[config.mk]
export PLATFORM = sky130hd
export DESIGN_NAME = periodic_timer_table_core
export DESIGN_NICKNAME = d
export VERILOG_FILES = /design/src/design/ptt_pkg.sv /design/src/design/ptt_cell.sv /design/src/design/periodic_timer_table_core.sv
export SDC_FILE = /design/constraint.sdc
export NUM_CORES = 1
export LEC_CHECK = 0
export BUFFER_PORTS_ARGS = -buffer_cell sky130_fd_sc_hd__buf_2
export CAP_MARGIN = 10
export CORE_MARGIN = 2
export CORE_UTILIZATION = 40
export DETAILED_ROUTE_END_ITERATION = 6
export REMOVE_ABC_BUFFERS = 1
export SETUP_SLACK_MARGIN = 0.3
export SYNTH_ARGS = -nofsm -noshare
export SYNTH_HDL_FRONTEND = slang
export SYNTH_SLANG_ARGS = --single-unit
[constraint.sdc]
create_clock -name i_clk -period 8.7 [get_ports i_clk]
set_input_delay 0.435 -clock i_clk [delete_from_list [all_inputs] [get_ports i_clk]]
set_output_delay 0.435 -clock i_clk [all_outputs]
set_load 0.01 [all_outputs]
[src/design/ptt_pkg.sv]
// Shared types and codes for the periodic timer table.
// Used by ptt_cell and periodic_timer_table_core; depends on nothing.
package ptt_pkg;

    localparam int ENTRIES_DEF    = 8;
    localparam int COUNT_BITS_DEF = 16;

    localparam int HID_W     = 8;
    localparam int SLOT_W    = 3;
    localparam int IN_CNT_W  = 16;
    localparam int IDX_OUT_W = 3;
    localparam int FLAG_W    = 5;

    localparam int FL_LOADED    = 0;
    localparam int FL_RUNNABLE  = 1;
    localparam int FL_SUSPENDED = 2;
    localparam int FL_ONESHOT   = 3;
    localparam int FL_DELETED   = 4;

    typedef enum logic [2:0] {
        MODE_TICK     = 3'd0,
        MODE_DISPATCH = 3'd1,
        MODE_SUSPEND  = 3'd2,
        MODE_RESUME   = 3'd3,
        MODE_RESET    = 3'd4,
        MODE_LOAD     = 3'd5
    } t_mode;

    typedef enum logic [2:0] {
        KIND_ACK     = 3'd0,
        KIND_FIRED   = 3'd1,
        KIND_NONE    = 3'd2,
        KIND_FOUND   = 3'd3,
        KIND_INVALID = 3'd4
    } t_kind;

    typedef struct packed {
        logic                tick;
        logic                load;
        logic                start;
        logic                advance;
        logic                halt;
        logic                fire_upd;
        logic                srch_upd;
        t_mode               mode;
        logic [HID_W-1:0]    hid;
        logic [SLOT_W-1:0]   slot;
        logic [IN_CNT_W-1:0] period;
        logic [IN_CNT_W-1:0] sdelay;
        logic                single_shot;
    } t_cell_ctl;

    typedef struct packed {
        logic             tok;
        logic             fire;
        logic             match;
        logic [HID_W-1:0] handler;
    } t_cell_sts;

endpackage

[src/design/ptt_cell.sv]
// One timer entry of the table, with its place in the scan token chain.
// Depends on ptt_pkg.
module ptt_cell #(
    parameter int COUNT_BITS = ptt_pkg::COUNT_BITS_DEF,
    parameter int CELL_IDX   = 0
) (
    input  logic                i_clk,
    input  logic                i_rst_n,
    input  ptt_pkg::t_cell_ctl  i_ctl,
    input  logic                i_prev_tok,
    output ptt_pkg::t_cell_sts  o_sts
);
    import ptt_pkg::*;

    logic [FLAG_W-1:0]     r_flags, n_flags;
    logic [COUNT_BITS-1:0] r_delay, n_delay;
    logic [COUNT_BITS-1:0] r_intv, n_intv;
    logic [HID_W-1:0]      r_hdl, n_hdl;
    logic                  r_tok, n_tok;

    always_comb begin
        n_flags = r_flags;
        n_delay = r_delay;
        n_intv  = r_intv;
        n_hdl   = r_hdl;
        n_tok   = r_tok;
        if (i_ctl.tick && r_flags[FL_RUNNABLE] && (r_delay != '0)) begin
            n_delay = r_delay - COUNT_BITS'(1);
        end
        if (i_ctl.load && (32'(i_ctl.slot) == CELL_IDX)) begin
            n_hdl   = i_ctl.hid;
            n_intv  = COUNT_BITS'(i_ctl.period);
            n_delay = COUNT_BITS'(i_ctl.sdelay);
            n_flags = '0;
            n_flags[FL_LOADED]   = 1'b1;
            n_flags[FL_RUNNABLE] = 1'b1;
            n_flags[FL_ONESHOT]  = i_ctl.single_shot;
        end
        if (i_ctl.fire_upd && r_tok) begin
            if (r_flags[FL_ONESHOT]) begin
                n_delay = '0;
                n_flags = '0;
                n_flags[FL_DELETED] = 1'b1;
            end else begin
                n_delay = r_intv;
            end
        end
        if (i_ctl.srch_upd && r_tok) begin
            case (i_ctl.mode)
                MODE_SUSPEND: begin
                    n_flags[FL_RUNNABLE]  = 1'b0;
                    n_flags[FL_SUSPENDED] = 1'b1;
                end
                MODE_RESUME: begin
                    n_flags[FL_RUNNABLE]  = 1'b1;
                    n_flags[FL_SUSPENDED] = 1'b0;
                end
                MODE_RESET: begin
                    n_delay = r_intv;
                    n_flags[FL_RUNNABLE]  = 1'b1;
                    n_flags[FL_SUSPENDED] = 1'b0;
                end
                default: begin
                end
            endcase
        end
        if (i_ctl.start) begin
            n_tok = (CELL_IDX == 0);
        end else if (i_ctl.halt) begin
            n_tok = 1'b0;
        end else if (i_ctl.advance) begin
            n_tok = i_prev_tok;
        end
    end

    always_ff @(posedge i_clk) begin
        if (!i_rst_n) begin
            r_flags <= '0;
            r_tok   <= 1'b0;
        end else begin
            r_flags <= n_flags;
            r_tok   <= n_tok;
        end
        r_delay <= n_delay;
        r_intv  <= n_intv;
        r_hdl   <= n_hdl;
    end

    assign o_sts.tok     = r_tok;
    assign o_sts.fire    = r_flags[FL_RUNNABLE] && (r_delay == '0);
    assign o_sts.match   = r_flags[FL_LOADED] && (r_hdl == i_ctl.hid);
    assign o_sts.handler = r_hdl;

endmodule

[src/design/periodic_timer_table_core.sv]
// Periodic timer table: top level with the scan controller and the cell row.
// Depends on ptt_pkg and ptt_cell.
//
//  channel | dir | tdata (low bit up)                                   | tuser | tlast
//  s       | in  | handler_id[7:0] slot[10:8] period[26:11]             | mode  |  -
//          |     | start_delay[42:27] single_shot[43], zero pad to 48   |       |
//  m       | out | found_index[2:0] fired_handler[10:3], zero pad to 16 | kind  | last
//
// Tick, load and invalid words: the result is registered as the word is taken.
// Dispatch: a token walks the cell row one cell per cycle, holding while a fire
// result waits on the output. Suspend, resume and reset: the token walks to the
// first matching cell or the last cell. One word is taken at a time, once the scan
// is over and the result register is empty or being read. Reset is synchronous.
module periodic_timer_table_core #(
    parameter int ENTRIES    = ptt_pkg::ENTRIES_DEF,
    parameter int COUNT_BITS = ptt_pkg::COUNT_BITS_DEF
) (
    input  logic        i_clk,
    input  logic        i_rst_n,
    input  logic        i_s_tvalid,
    output logic        o_s_tready,
    input  logic [47:0] i_s_tdata,   // handler_id, slot, period, start_delay, single_shot
    input  logic [2:0]  i_s_tuser,   // mode
    output logic        o_m_tvalid,
    input  logic        i_m_tready,
    output logic [15:0] o_m_tdata,   // found_index, fired_handler
    output logic [2:0]  o_m_tuser,   // kind
    output logic        o_m_tlast    // last
);
    import ptt_pkg::*;

    localparam int IDX_W = (ENTRIES > 1) ? $clog2(ENTRIES) : 1;

    typedef enum logic [1:0] {S_IDLE, S_DISP, S_FLUSH, S_SRCH} t_state;

    t_state                 r_state, n_state;
    logic [IDX_W-1:0]       r_idx, n_idx;
    t_mode                  r_mode, n_mode;
    logic [HID_W-1:0]       r_id, n_id;
    logic                   r_pend_v, n_pend_v;
    logic [IDX_OUT_W-1:0]   r_pend_idx, n_pend_idx;
    logic [HID_W-1:0]       r_pend_hdl, n_pend_hdl;
    logic                   r_m_valid, n_m_valid;
    t_kind                  r_m_kind, n_m_kind;
    logic [IDX_OUT_W-1:0]   r_m_idx, n_m_idx;
    logic [HID_W-1:0]       r_m_hdl, n_m_hdl;
    logic                   r_m_last, n_m_last;

    t_cell_ctl              w_ctl;
    t_cell_sts              w_sts [ENTRIES];
    logic [ENTRIES-1:0]     w_tok;
    logic                   w_fire, w_match, w_out_free, w_acc, w_last_cell;
    logic [HID_W-1:0]       w_hdl;
    t_mode                  w_in_mode;

    genvar g;
    generate
        for (g = 0; g < ENTRIES; g++) begin : g_cell
            logic w_prev;
            if (g == 0) begin : g_first
                assign w_prev = 1'b0;
            end else begin : g_next
                assign w_prev = w_tok[g-1];
            end
            ptt_cell #(
                .COUNT_BITS (COUNT_BITS),
                .CELL_IDX   (g)
            ) u_cell (
                .i_clk      (i_clk),
                .i_rst_n    (i_rst_n),
                .i_ctl      (w_ctl),
                .i_prev_tok (w_prev),
                .o_sts      (w_sts[g])
            );
            assign w_tok[g] = w_sts[g].tok;
        end
    endgenerate

    always_comb begin
        w_fire  = 1'b0;
        w_match = 1'b0;
        w_hdl   = '0;
        for (int i = 0; i < ENTRIES; i++) begin
            w_fire  = w_fire  | (w_sts[i].tok & w_sts[i].fire);
            w_match = w_match | (w_sts[i].tok & w_sts[i].match);
            w_hdl   = w_hdl   | ({HID_W{w_sts[i].tok}} & w_sts[i].handler);
        end
    end

    assign w_in_mode   = t_mode'(i_s_tuser);
    assign w_out_free  = !r_m_valid || i_m_tready;
    assign o_s_tready  = (r_state == S_IDLE) && w_out_free;
    assign w_acc       = i_s_tvalid && o_s_tready;
    assign w_last_cell = (r_idx == IDX_W'(ENTRIES - 1));

    always_comb begin
        n_state    = r_state;
        n_idx      = r_idx;
        n_mode     = r_mode;
        n_id       = r_id;
        n_pend_v   = r_pend_v;
        n_pend_idx = r_pend_idx;
        n_pend_hdl = r_pend_hdl;
        n_m_valid  = r_m_valid && !i_m_tready;
        n_m_kind   = r_m_kind;
        n_m_idx    = r_m_idx;
        n_m_hdl    = r_m_hdl;
        n_m_last   = r_m_last;

        w_ctl             = '0;
        w_ctl.mode        = r_mode;
        w_ctl.hid         = (r_state == S_IDLE) ? i_s_tdata[7:0] : r_id;
        w_ctl.slot        = i_s_tdata[10:8];
        w_ctl.period      = i_s_tdata[26:11];
        w_ctl.sdelay      = i_s_tdata[42:27];
        w_ctl.single_shot = i_s_tdata[43];

        case (r_state)
            S_IDLE: begin
                if (w_acc) begin
                    n_m_kind = KIND_INVALID;
                    n_m_idx  = '0;
                    n_m_hdl  = '0;
                    n_m_last = 1'b1;
                    n_mode   = w_in_mode;
                    n_id     = i_s_tdata[7:0];
                    n_idx    = '0;
                    case (w_in_mode)
                        MODE_TICK: begin
                            w_ctl.tick = 1'b1;
                            n_m_valid  = 1'b1;
                            n_m_kind   = KIND_ACK;
                        end
                        MODE_LOAD: begin
                            n_m_valid = 1'b1;
                            if (32'(i_s_tdata[10:8]) < ENTRIES) begin
                                w_ctl.load = 1'b1;
                                n_m_kind   = KIND_ACK;
                                n_m_idx    = i_s_tdata[10:8];
                            end
                        end
                        MODE_DISPATCH: begin
                            w_ctl.start = 1'b1;
                            n_pend_v    = 1'b0;
                            n_state     = S_DISP;
                        end
                        MODE_SUSPEND, MODE_RESUME, MODE_RESET: begin
                            w_ctl.start = 1'b1;
                            n_state     = S_SRCH;
                        end
                        default: begin
                            n_m_valid = 1'b1;
                        end
                    endcase
                end
            end
            S_DISP: begin
                if (!w_fire || !r_pend_v || w_out_free) begin
                    w_ctl.advance = 1'b1;
                    n_idx = r_idx + IDX_W'(1);
                    if (w_fire) begin
                        w_ctl.fire_upd = 1'b1;
                        if (r_pend_v) begin
                            n_m_valid = 1'b1;
                            n_m_kind  = KIND_FIRED;
                            n_m_idx   = r_pend_idx;
                            n_m_hdl   = r_pend_hdl;
                            n_m_last  = 1'b0;
                        end
                        n_pend_v   = 1'b1;
                        n_pend_idx = IDX_OUT_W'(r_idx);
                        n_pend_hdl = w_hdl;
                    end
                    if (w_last_cell) begin
                        n_state = S_FLUSH;
                    end
                end
            end
            S_FLUSH: begin
                if (w_out_free) begin
                    n_m_valid = 1'b1;
                    n_m_last  = 1'b1;
                    n_m_kind  = r_pend_v ? KIND_FIRED : KIND_NONE;
                    n_m_idx   = r_pend_v ? r_pend_idx : '0;
                    n_m_hdl   = r_pend_v ? r_pend_hdl : '0;
                    n_pend_v  = 1'b0;
                    n_state   = S_IDLE;
                end
            end
            S_SRCH: begin
                if (w_match || w_last_cell) begin
                    if (w_out_free) begin
                        w_ctl.halt     = 1'b1;
                        w_ctl.srch_upd = w_match;
                        n_m_valid = 1'b1;
                        n_m_last  = 1'b1;
                        n_m_hdl   = '0;
                        n_m_kind  = w_match ? KIND_FOUND : KIND_INVALID;
                        n_m_idx   = w_match ? IDX_OUT_W'(r_idx) : '0;
                        n_state   = S_IDLE;
                    end
                end else begin
                    w_ctl.advance = 1'b1;
                    n_idx = r_idx + IDX_W'(1);
                end
            end
            default: begin
                n_state = S_IDLE;
            end
        endcase
    end

    always_ff @(posedge i_clk) begin
        if (!i_rst_n) begin
            r_state   <= S_IDLE;
            r_pend_v  <= 1'b0;
            r_m_valid <= 1'b0;
        end else begin
            r_state   <= n_state;
            r_pend_v  <= n_pend_v;
            r_m_valid <= n_m_valid;
        end
        r_idx      <= n_idx;
        r_mode     <= n_mode;
        r_id       <= n_id;
        r_pend_idx <= n_pend_idx;
        r_pend_hdl <= n_pend_hdl;
        r_m_kind   <= n_m_kind;
        r_m_idx    <= n_m_idx;
        r_m_hdl    <= n_m_hdl;
        r_m_last   <= n_m_last;
    end

    assign o_m_tvalid = r_m_valid;
    assign o_m_tdata  = {5'b0, r_m_hdl, r_m_idx};
    assign o_m_tuser  = r_m_kind;
    assign o_m_tlast  = r_m_last;

    a_tok_onehot: assert property (@(posedge i_clk) disable iff (!i_rst_n)
        $onehot0(w_tok))
        else $error("scan token held by more than one cell");

    a_nonlast_fired: assert property (@(posedge i_clk) disable iff (!i_rst_n)
        (o_m_tvalid && !o_m_tlast) |-> (o_m_tuser == KIND_FIRED))
        else $error("non-final result word is not a fire result");

    a_tick_done: assert property (@(posedge i_clk) disable iff (!i_rst_n)
        (w_acc && (w_in_mode == MODE_TICK)) |=> (r_m_valid && r_m_last))
        else $error("tick word did not produce its result");

    a_scan_idle: assert property (@(posedge i_clk) disable iff (!i_rst_n)
        (r_state == S_IDLE) |=> (w_tok == '0) || (r_state != S_IDLE))
        else $error("token left in the row after a scan");

endmodule

[Yosys cells after proc, flatten, opt, wreduce, memory -nomap -nowiden]
Index checks and enable logic that the tools add are counted.
Cells by class
  add/subtract/negate cells: 9
  eq/ne operators: 38
  multiplexer cells: 172
  bitwise logic cells: 46
  reduce and logical (&&, ||, !) cells: 101
Operators by type and width (count)
  2-to-1 mux 16 bit: 48
  zero test 16 bit: 8
  nonzero test 16 bit: 8
  subtractor 16 x 1 -> 16 bit, second input constant: 8
  2-to-1 mux 5 bit: 24
  2-to-1 mux 3 bit: 24
  2-to-1 mux 8 bit: 9
  bitwise AND 8 bit: 8
  equality test 8 bit: 8
  logical AND 1 bit: 59
  bitwise OR 8 bit: 7
  case mux 2 bit (2 select lines): 9
  2-to-1 mux 1 bit: 35
  case mux 8 bit (4 select lines): 1
  2-to-1 mux 2 bit: 14
  equality test 3 bit, second input constant: 8
  case mux 3 bit (4 select lines): 2
  equality test 3 x 2 -> 1 bit, second input constant: 6
  inequality test 2 bit, second input constant: 9
  bitwise AND 1 bit: 16
  bitwise OR 1 bit: 14
  AND reduction 5 bit: 2
  case mux 3 bit (3 select lines): 1
  nonzero test 3 bit: 3
  23 further kinds: 35
Word-level totals
  bits in registers: 412
  input bits: 55
  output and inout bits: 22
  word-level logic and storage cells: 418

[Longest topological paths before layout]
Gate-level depths: netlist (run 1).
  depth after elaboration: 19
  mapped depth: 14
  mapped depth without buffers: 11

[Cells and area by module]
From an unflattened synthesis (run 1), not the netlist that was laid out.
Unflattened totals
  cell total of the unflattened synthesis: 1649
  area, all modules: 18989.5 um^2
Modules (own cells, without submodules)
  ptt_cell at g_cell[3].u_cell ...: times used 3, cells an instance 179, area an instance 2044.5 um^2, sequential area each 1121.1 um^2
  periodic_timer_table_core: times used 1, cells an instance 213, area an instance 2583.7 um^2, sequential area each 1281.2 um^2
  ptt_cell at g_cell[1].u_cell: times used 1, cells an instance 183, area an instance 2084.5 um^2, sequential area each 1121.1 um^2
  ptt_cell at g_cell[4].u_cell: times used 1, cells an instance 177, area an instance 2053.2 um^2, sequential area each 1121.1 um^2
  ptt_cell at g_cell[0].u_cell: times used 1, cells an instance 181, area an instance 2049.5 um^2, sequential area each 1121.1 um^2
  ptt_cell at g_cell[2].u_cell: times used 1, cells an instance 177, area an instance 2043.2 um^2, sequential area each 1121.1 um^2
  ptt_cell at g_cell[7].u_cell: times used 1, cells an instance 181, area an instance 2042.0 um^2, sequential area each 1121.1 um^2

[Worst setup path before layout (run 1)]
Ideal clock, no wire load.
  path kind: register to register
  start: reg r_state[1]
  end: reg g_cell[0].u_cell.r_delay[10]
  library setup time: 0.118 ns
  data arrival time: 3.287 ns
  data required time: 8.582 ns
  setup slack: 5.296 ns
  cell stages (with the launch flop): 13
  path buffers: 4
  period minus slack after synthesis: 3.404 ns
  path through: dfxtp_1 -> inv_1 -> ha_1 -> buf_6 -> buf_6 -> nand3_1 -> or3_1 -> clkbuf_1 -> nor3_1 -> clkbuf_1 -> o21ai_0 -> nand3_1 -> o21ai_1
On the way
  longest elaborated chain between the ends: 17
  elaborated cells on any way between the ends: 54
  classes of those cells: eq/ne: 10; mux: 12; bitwise: 15; reduce/logical: 17
RTL lines
  start, declared: RTL line periodic_timer_table_core.sv:36  | t_state r_state, n_state;
  start signal, assigned: RTL line periodic_timer_table_core.sv:219  | r_state <= n_state;
  zero test 2 bit: RTL line periodic_timer_table_core.sv:92, periodic_timer_table_core.sv:112, periodic_timer_table_core.sv:118
  2-to-1 mux 8 bit: RTL line periodic_timer_table_core.sv:112  | w_ctl.hid = (r_state == S_IDLE) ? i_s_tdata[7:0] : r_id;
  equality test 8 bit: RTL line ptt_cell.sv:91  | assign o_sts.match = r_flags[FL_LOADED] && (r_hdl == i_ctl.hid);
  logical AND 1 bit: RTL line ptt_cell.sv:91
  bitwise AND 1 bit: RTL line periodic_timer_table_core.sv:85  | w_match = w_match | (w_sts[i].tok & w_sts[i].match);
  bitwise OR 1 bit (7 in series): RTL line periodic_timer_table_core.sv:85
  2-to-1 mux 1 bit / logical OR 1 bit (equally long branches): RTL line periodic_timer_table_core.sv:192, periodic_timer_table_core.sv:191
  2-to-1 mux 1 bit: RTL line periodic_timer_table_core.sv:191  | if (w_match || w_last_cell) begin
  2-to-1 mux 1 bit: RTL line periodic_timer_table_core.sv:118  | case (r_state)
  logical AND 1 bit: RTL line ptt_cell.sv:48  | if (i_ctl.srch_upd && r_tok) begin
  2-to-1 mux 16 bit *: RTL line ptt_cell.sv:48
  via g_cell[0].u_cell.n_delay[10]: RTL line ptt_cell.sv:16  | logic [COUNT_BITS-1:0] r_delay, n_delay;
  end signal, assigned: RTL line ptt_cell.sv:84  | r_delay <= n_delay;
  end, declared: RTL line ptt_cell.sv:16
Mark *: on every way through the listed nets, which the timed path passes. The rest lies on a longest branch.
A chain may end at the register's enable or synchronous reset.

==> impl_metrics.tcl, run 1 <==
set metrics [dict create \
    run_status "completed" \
    final-instance-count-excl-fill 2739 \
    synth_sequential_area_ratio 0.510 \
    final_cell_area_mm2 0.0223 \
    worst-setup-path-type "flop to flop" \
    cts_h_tree_depth 2 \
    dr.pass1.iters 6 \
    final_nets 2107 \
    final-hold-violation-count 0 \
    final_estimated_routing_congestion_in_global_placement 0.898 \
    final_cell_mix "edfxtp_1 (232), nand2_1 (186), inv_1 (177), o21ai_0 (177), dfxtp_1 (164)" \
    post-place-cells 2657 \
    vias_in_the_first_global_route 14500 \
    leakagePower_uw 0.00786 \
    post-route-drc-count 0 \
    cp-end-kind "flop" \
    initial_utilization 0.403 \
    cp.arrival_ps 5520 \
    antenna_cells 0 \
    gr-usage-met1 0.315 \
    buffer_ports.inserted 67 \
    insertion_delay_ps 580 \
    finalSetupTns_ps 0 \
    post_layout_util 0.446 \
    hold_path_startpoint "i_s_tdata[2]" \
    cellPowerDensity_mw_per_mm2 268 \
    io_count 77 \
    worst_max_slew_pin_slew_ps 1100 \
    synth_edf_count 232 \
    routed_via_density 5.61 \
    die_height_um 228 \
    postSynth.asyncResetShare 0 \
    grt_setup_unrepaired "no" \
    final-setup-viol-count 0 \
    finalCritPeriodShare 0.586 \
    cts-resized-gates 0 \
    synth_top_area_share 0.347 \
    drt-total-wl_um 58700 \
    worst_setup_hold_path_clk_slew_ps 60 \
    worstHoldPathCells 1 \
    cp_slowest_stage_delay_ps 970 \
    ys_dominant_reg_cell "edfxtp_1" \
    std_cell_rows 82 \
    critical_path_start_type "flop" \
    timing.critical_path.cells "inv_1 > ha_2 > mux2i_4 > inv_1 > nand4_1 > a2111oi_0 > a22oi_1 > nand3_2 > o211ai_2 > o31a_1 > o21ai_0" \
    clock_tree.root_cell "clkbuf_16" \
    rr_endpoint "g_cell[0].u_cell.r_delay[3]" \
    synth-simple-area-share 0.178 \
    grt_first_pass_wirelength_um 88700 \
    vdd.ir_drop.worst_mv 0.169 \
    avgSynthCellArea_um2 9.95 \
    initial_antenna_violation_count 2 \
    timing.hold.worst_endpoint "r_id[2]" \
    slew_violations 0 \
    layout.filler_cells 4748 \
    clock_tree_from_tritoncts "yes" \
    cap_violations 0 \
    grtUsageMet2 0.349 \
    synth.largest_area_cell "edfxtp_1" \
    synth.area.top_cells "edfxtp_1 (35%), dfxtp_1 (16%), o21ai_0 (4.4%)" \
    cts-root-to-sink-buffers 3 \
    cts_hold_repair.buffers 0 \
    post-dp-hpwl_um 37300 \
    grt_busiest_layer "met2" \
    fmax_mhz 196 \
    yosys.area_share.xor_xnor 0.0759 \
    drt_iter0_drc 1708 \
    most_common_cell_after_layout_fill_and_taps_aside "edfxtp_1" \
    worst-path-max-fanout 22 \
    ant_nets 0 \
    layout-drive-gt1-share 0.133 \
    cts_made_buffers 44 \
    areaGrowthSynthToFinish_pct 10.8 \
    synth_compound_area_frac 0.141 \
    grt.overflow.total 0 \
    synth_top_family_by_area "simple AND/OR/NAND/NOR gates" \
    cts.sink_count 396 \
    worst_path_max_delay_cell "o211ai_2" \
    fp.dieArea_mm2 0.0520 \
    synth-seq-cells 396 \
    core-area_mm2 0.0499 \
    globalRouteTotalUtil 0.222 \
    clock_skew_ps 29.7 \
    timing.slew.headroom 0.260 \
    required_ps 9120 \
    die_width_um 228 \
    timing.rr.start "r_state[0]" \
    post_synth_inst_count 2019 \
    r2r.worst_path.cells 11 \
    finalCriticalPeriod_ps 5100 \
    synthMuxAreaShare 0.0158 \
    holdCritPathClass "input port to flop" \
    grtUsageMet3 0.0355 \
    reg2reg_setup_slack_ps 3600 \
    place_area_mm2 0.0208 \
    ys_warn_count 0 \
    crit_top_cell "inv_1" \
    post_synth_num_cell_types 78 \
    cts_setup_buffers 0 \
    post_drt_wl_per_cell_um 21.4 \
    mappedNetlistArea_mm2 0.0201 \
    adder_cell_area_share_of_the_yosys_netlist 0.0131 \
    grt_max_degree 60 \
    routed-via-count 15400 \
]
-- state kept, by name, summed over array words and instances, names as in the netlist, 8 cells and up --
signal and cells:
r_id 8, g_cell.u_cell.r_hdl 64, g_cell.u_cell.r_intv 128, g_cell.u_cell.r_tok 8, g_cell.u_cell.r_delay 128, g_cell.u_cell.r_flags 24
r_m_hdl 8, r_pend_hdl 8
-- synthesized netlist by cell type, types with 9 or more instances --
cell	instances
nor3_1	35
nand3_1	160
o21ai_2	70
buf_6	12
ha_1	21
nand2b_1	13
a21oi_1	24
edfxtp_1	232
o21ai_0	177
buf_4	9
and2_1	14
nand4b_1	18
o21ai_1	14
nor2_1	85
nand2_1	186
xor2_1	83
dfxtp_1	164
or4_1	12
a22oi_1	32
xnor2_1	91
inv_1	179
or3_1	16
nand3b_1	11
clkbuf_1	79
nor4_1	44
nand4_1	55
buf_2	14
-- logic make-up after synthesis --
group	after synthesis
flops	396
xor+xnor	174
other cells	1
fa+ha+maj	21
mux	21
buf+inv	306
compound gates	403
simple gates	697
-- layout make-up --
class	count	area (µm²)	share of cell area
clock buffer	68	1350	0.0604
tap	672	841	0.0378
clock inverter	14	83.8	0.00377
sequential	396	10200	0.461
timing repair buffer	86	478	0.0215
inverter	182	686	0.0308
multi-input combinational	1321	8570	0.385
-- through the flow --
| step | hold slack [ps] | worst slack (ps) | power, µW |
|---|---|---|---|
| floorplan | 432 | 2550 | 3640 |
| global placement | 456 | 3740 | 4080 |
| detailed placement | 468 | 3680 | 4130 |
| CTS | 58.4 | 3660 | 5980 |
| global route | 67.2 | 3320 | 6270 |
| finish | 89.0 | 3600 | 5960 |
-- per-layer routing --
layer,wire [µm],vias up
li1,-,7194
met5,0,-
met1,25900,7427
met3,4810,94
met4,1490,0
met2,26600,641
-- worst max-delay path: cells and delay by family, from the launching register on --
family | cells | cell delay (ps)
compound gates | 5 | 2270
fa+ha+maj | 1 | 750
simple gates | 2 | 640
mux | 1 | 550
flops | 1 | 350
buf+inv | 2 | 350
-- power breakdown --
part	internal (µW)	switching, µW
combinational	630	994
sequential	2300	197
clock	1070	780
-- worst max path at each step --
stage	start	endpoint	slack (ps)	depth (start not counted)
global route	r_state[0]	g_cell[0].u_cell.r_delay[3]	3320	11
finish	r_state[0]	g_cell[0].u_cell.r_delay[3]	3600	11
CTS	r_state[0]	g_cell[0].u_cell.r_delay[1]	3660	11
global placement	r_state[1]	g_cell[0].u_cell.r_delay[4]	3740	11
floorplan	r_state[1]	g_cell[0].u_cell.r_delay[0]	2550	8
detailed placement	r_state[0]	g_cell[0].u_cell.r_delay[1]	3680	11
No activity file was read; power rests on OpenSTA's default activity.
==> inputs of run 2 (changes only) <==
Clock period 8.7 ns to 4.9 ns, I/O delays scaled along.
==> run 2 against run 1 <==
- critical path depth increased by 1
- via count increased by 0.40%
- clock skew decreased by 12 ps
- register-to-register slack got worse by 2900 ps
- combinational power increased by 80%
- first-iteration DRC count decreased by 26%
- sequential power increased by 77%
- global-route usage decreased by 0.19 points
- critical endpoint is now g_cell[1].u_cell.r_delay[0]
==> impl_metrics.tcl, run 2 (same netlist as run 1, synthesis figures left out) <==
set metrics [dict create \
    die_height_um 228 \
    cts_h_tree_depth 2 \
    worstHoldPathCells 3 \
    routed_via_density 5.57 \
    power.total_uw 10400 \
    cts-root-to-sink-buffers 3 \
    clock_tree.root_cell "clkbuf_16" \
    worst_setup_hold_path_clk_slew_ps 60 \
    drt_iter0_drc 1262 \
    layout-drive-gt1-share 0.136 \
    insertion_delay_ps 580 \
    cellPowerDensity_mw_per_mm2 466 \
    critical_path_start_type "flop" \
    clock_skew_ps 17.4 \
    vias_in_the_first_global_route 14700 \
    drt-total-wl_um 58100 \
    initial_utilization 0.403 \
    reg.largest.list "g_cell.u_cell.r_delay: 128 flops, g_cell.u_cell.r_intv: 128 flops, g_cell.u_cell.r_hdl: 64 flops" \
    place_area_mm2 0.0210 \
    final_nets 2136 \
    final_estimated_routing_congestion_in_global_placement 0.910 \
    final_cell_area_mm2 0.0224 \
    grt.overflow.total 0 \
    cp-end-kind "flop" \
    final-hold-violation-count 0 \
    grt_first_pass_wirelength_um 87600 \
    fp.dieArea_mm2 0.0520 \
    globalRouteTotalUtil 0.220 \
    cp.arrival_ps 4630 \
    grt_setup_unrepaired "no" \
    cts.sink_count 396 \
    layout.filler_cells 4769 \
    areaGrowthSynthToFinish_pct 11.5 \
    cap_violations 0 \
    final_cell_mix "edfxtp_1 (232), nand2_1 (186), inv_1 (177), o21ai_0 (177), dfxtp_1 (164)" \
    clock_tree_from_tritoncts "yes" \
    initial_antenna_violation_count 1 \
    worst-setup-path-type "flop to flop" \
    finalCritPeriodShare 0.857 \
    setup_ws_ps 700 \
    dr.pass1.iters 5 \
    most_common_cell_after_layout_fill_and_taps_aside "edfxtp_1" \
    post_drt_wl_per_cell_um 21.0 \
    timing.slew.headroom 0.275 \
    post-dp-hpwl_um 38100 \
    worst-path-max-fanout 17 \
    core-area_mm2 0.0499 \
    finalCriticalPeriod_ps 4200 \
    slew_violations 0 \
    io_count 77 \
    buffer_ports.inserted 67 \
    final-setup-viol-count 0 \
    detailedPlace.worstSlack_ps 666 \
    worst_max_slew_pin_slew_ps 1080 \
    cts_setup_buffers 0 \
    vdd.ir_drop.worst_mv 0.280 \
    run_status "completed" \
    routed-via-count 15400 \
    std_cell_rows 82 \
    post-route-drc-count 0 \
    holdCritPathClass "input port to flop" \
    r2r.worst_path.cells 12 \
    fmax_mhz 238 \
    leakagePower_uw 0.00794 \
    grt_max_degree 60 \
    required_ps 5330 \
    cts_made_buffers 43 \
    ant_nets 0 \
    die_width_um 228 \
]
## run 2: final cells by class
cell class | count | area, µm² | area share
sequential | 396 | 10200 | 0.458
multi-input combinational | 1321 | 8570 | 0.383
clock buffer | 65 | 1250 | 0.0559
tap | 672 | 841 | 0.0375
timing repair buffer | 116 | 731 | 0.0326
inverter | 182 | 686 | 0.0306
clock inverter | 14 | 63.8 | 0.00285
antenna | 1 | 2.50 | 0.000112
## run 2: final timing paths
kind | startpoint | endpoint | slack [ps]
setup / recovery | r_state[1] | g_cell[1].u_cell.r_delay[0] | 700
hold / removal | i_s_tdata[43] | g_cell[5].u_cell.r_flags[3] | 50
setup reg to reg | r_state[1] | g_cell[1].u_cell.r_delay[0] | 700
hold reg to reg | g_cell[4].u_cell.r_flags[0] | g_cell[4].u_cell.r_flags[0] | 470
## run 2: what timing repair did
item,in CTS,in global routing
resized for setup,0,0
hold buffers,11,0
hold endpoints to repair,11,0
## run 2: per-stage QoR
step	hold WS (ps)	instances	TNS, ps	util
3_5_place_dp	465	2676	0	0.420
5_1_grt	40.1	2766	0	0.449
3_3_place_gp	459	2676	0	0.420
6_report	49.7	2767	0	0.449
2_1_floorplan	344	1899	-45180	-
4_1_cts	25.2	2766	0	0.449
## run 2: layer usage
layer  wire, µm  GRT usage  part of all wire  vias up
met1      25900      0.313              0.45     7498
met2      25900      0.345              0.45      588
met4       1650     0.0725             0.028        0
li1           -          -                 -     7241
met5          0          0                 0        -
met3       4650     0.0315             0.080       90
## run 2: worst max-delay path: stages (launching register included)
cell and delay, ps:
dfxtp_1 360, inv_1 100, ha_2 580, mux2i_4 530, inv_1 250, nand4_1 150
a2111oi_0 110, a22oi_1 220, nand3_2 280, buf_4 310, o211ai_4 550, o31a_4 440
o21ai_0 140
## run 2: power breakdown
part	leakage, µW	internal, µW	switching [µW]	total, µW
sequential	0.00345	4080	355	4430
clock	0.000643	1760	1340	3100
combinational	0.00384	1150	1760	2910
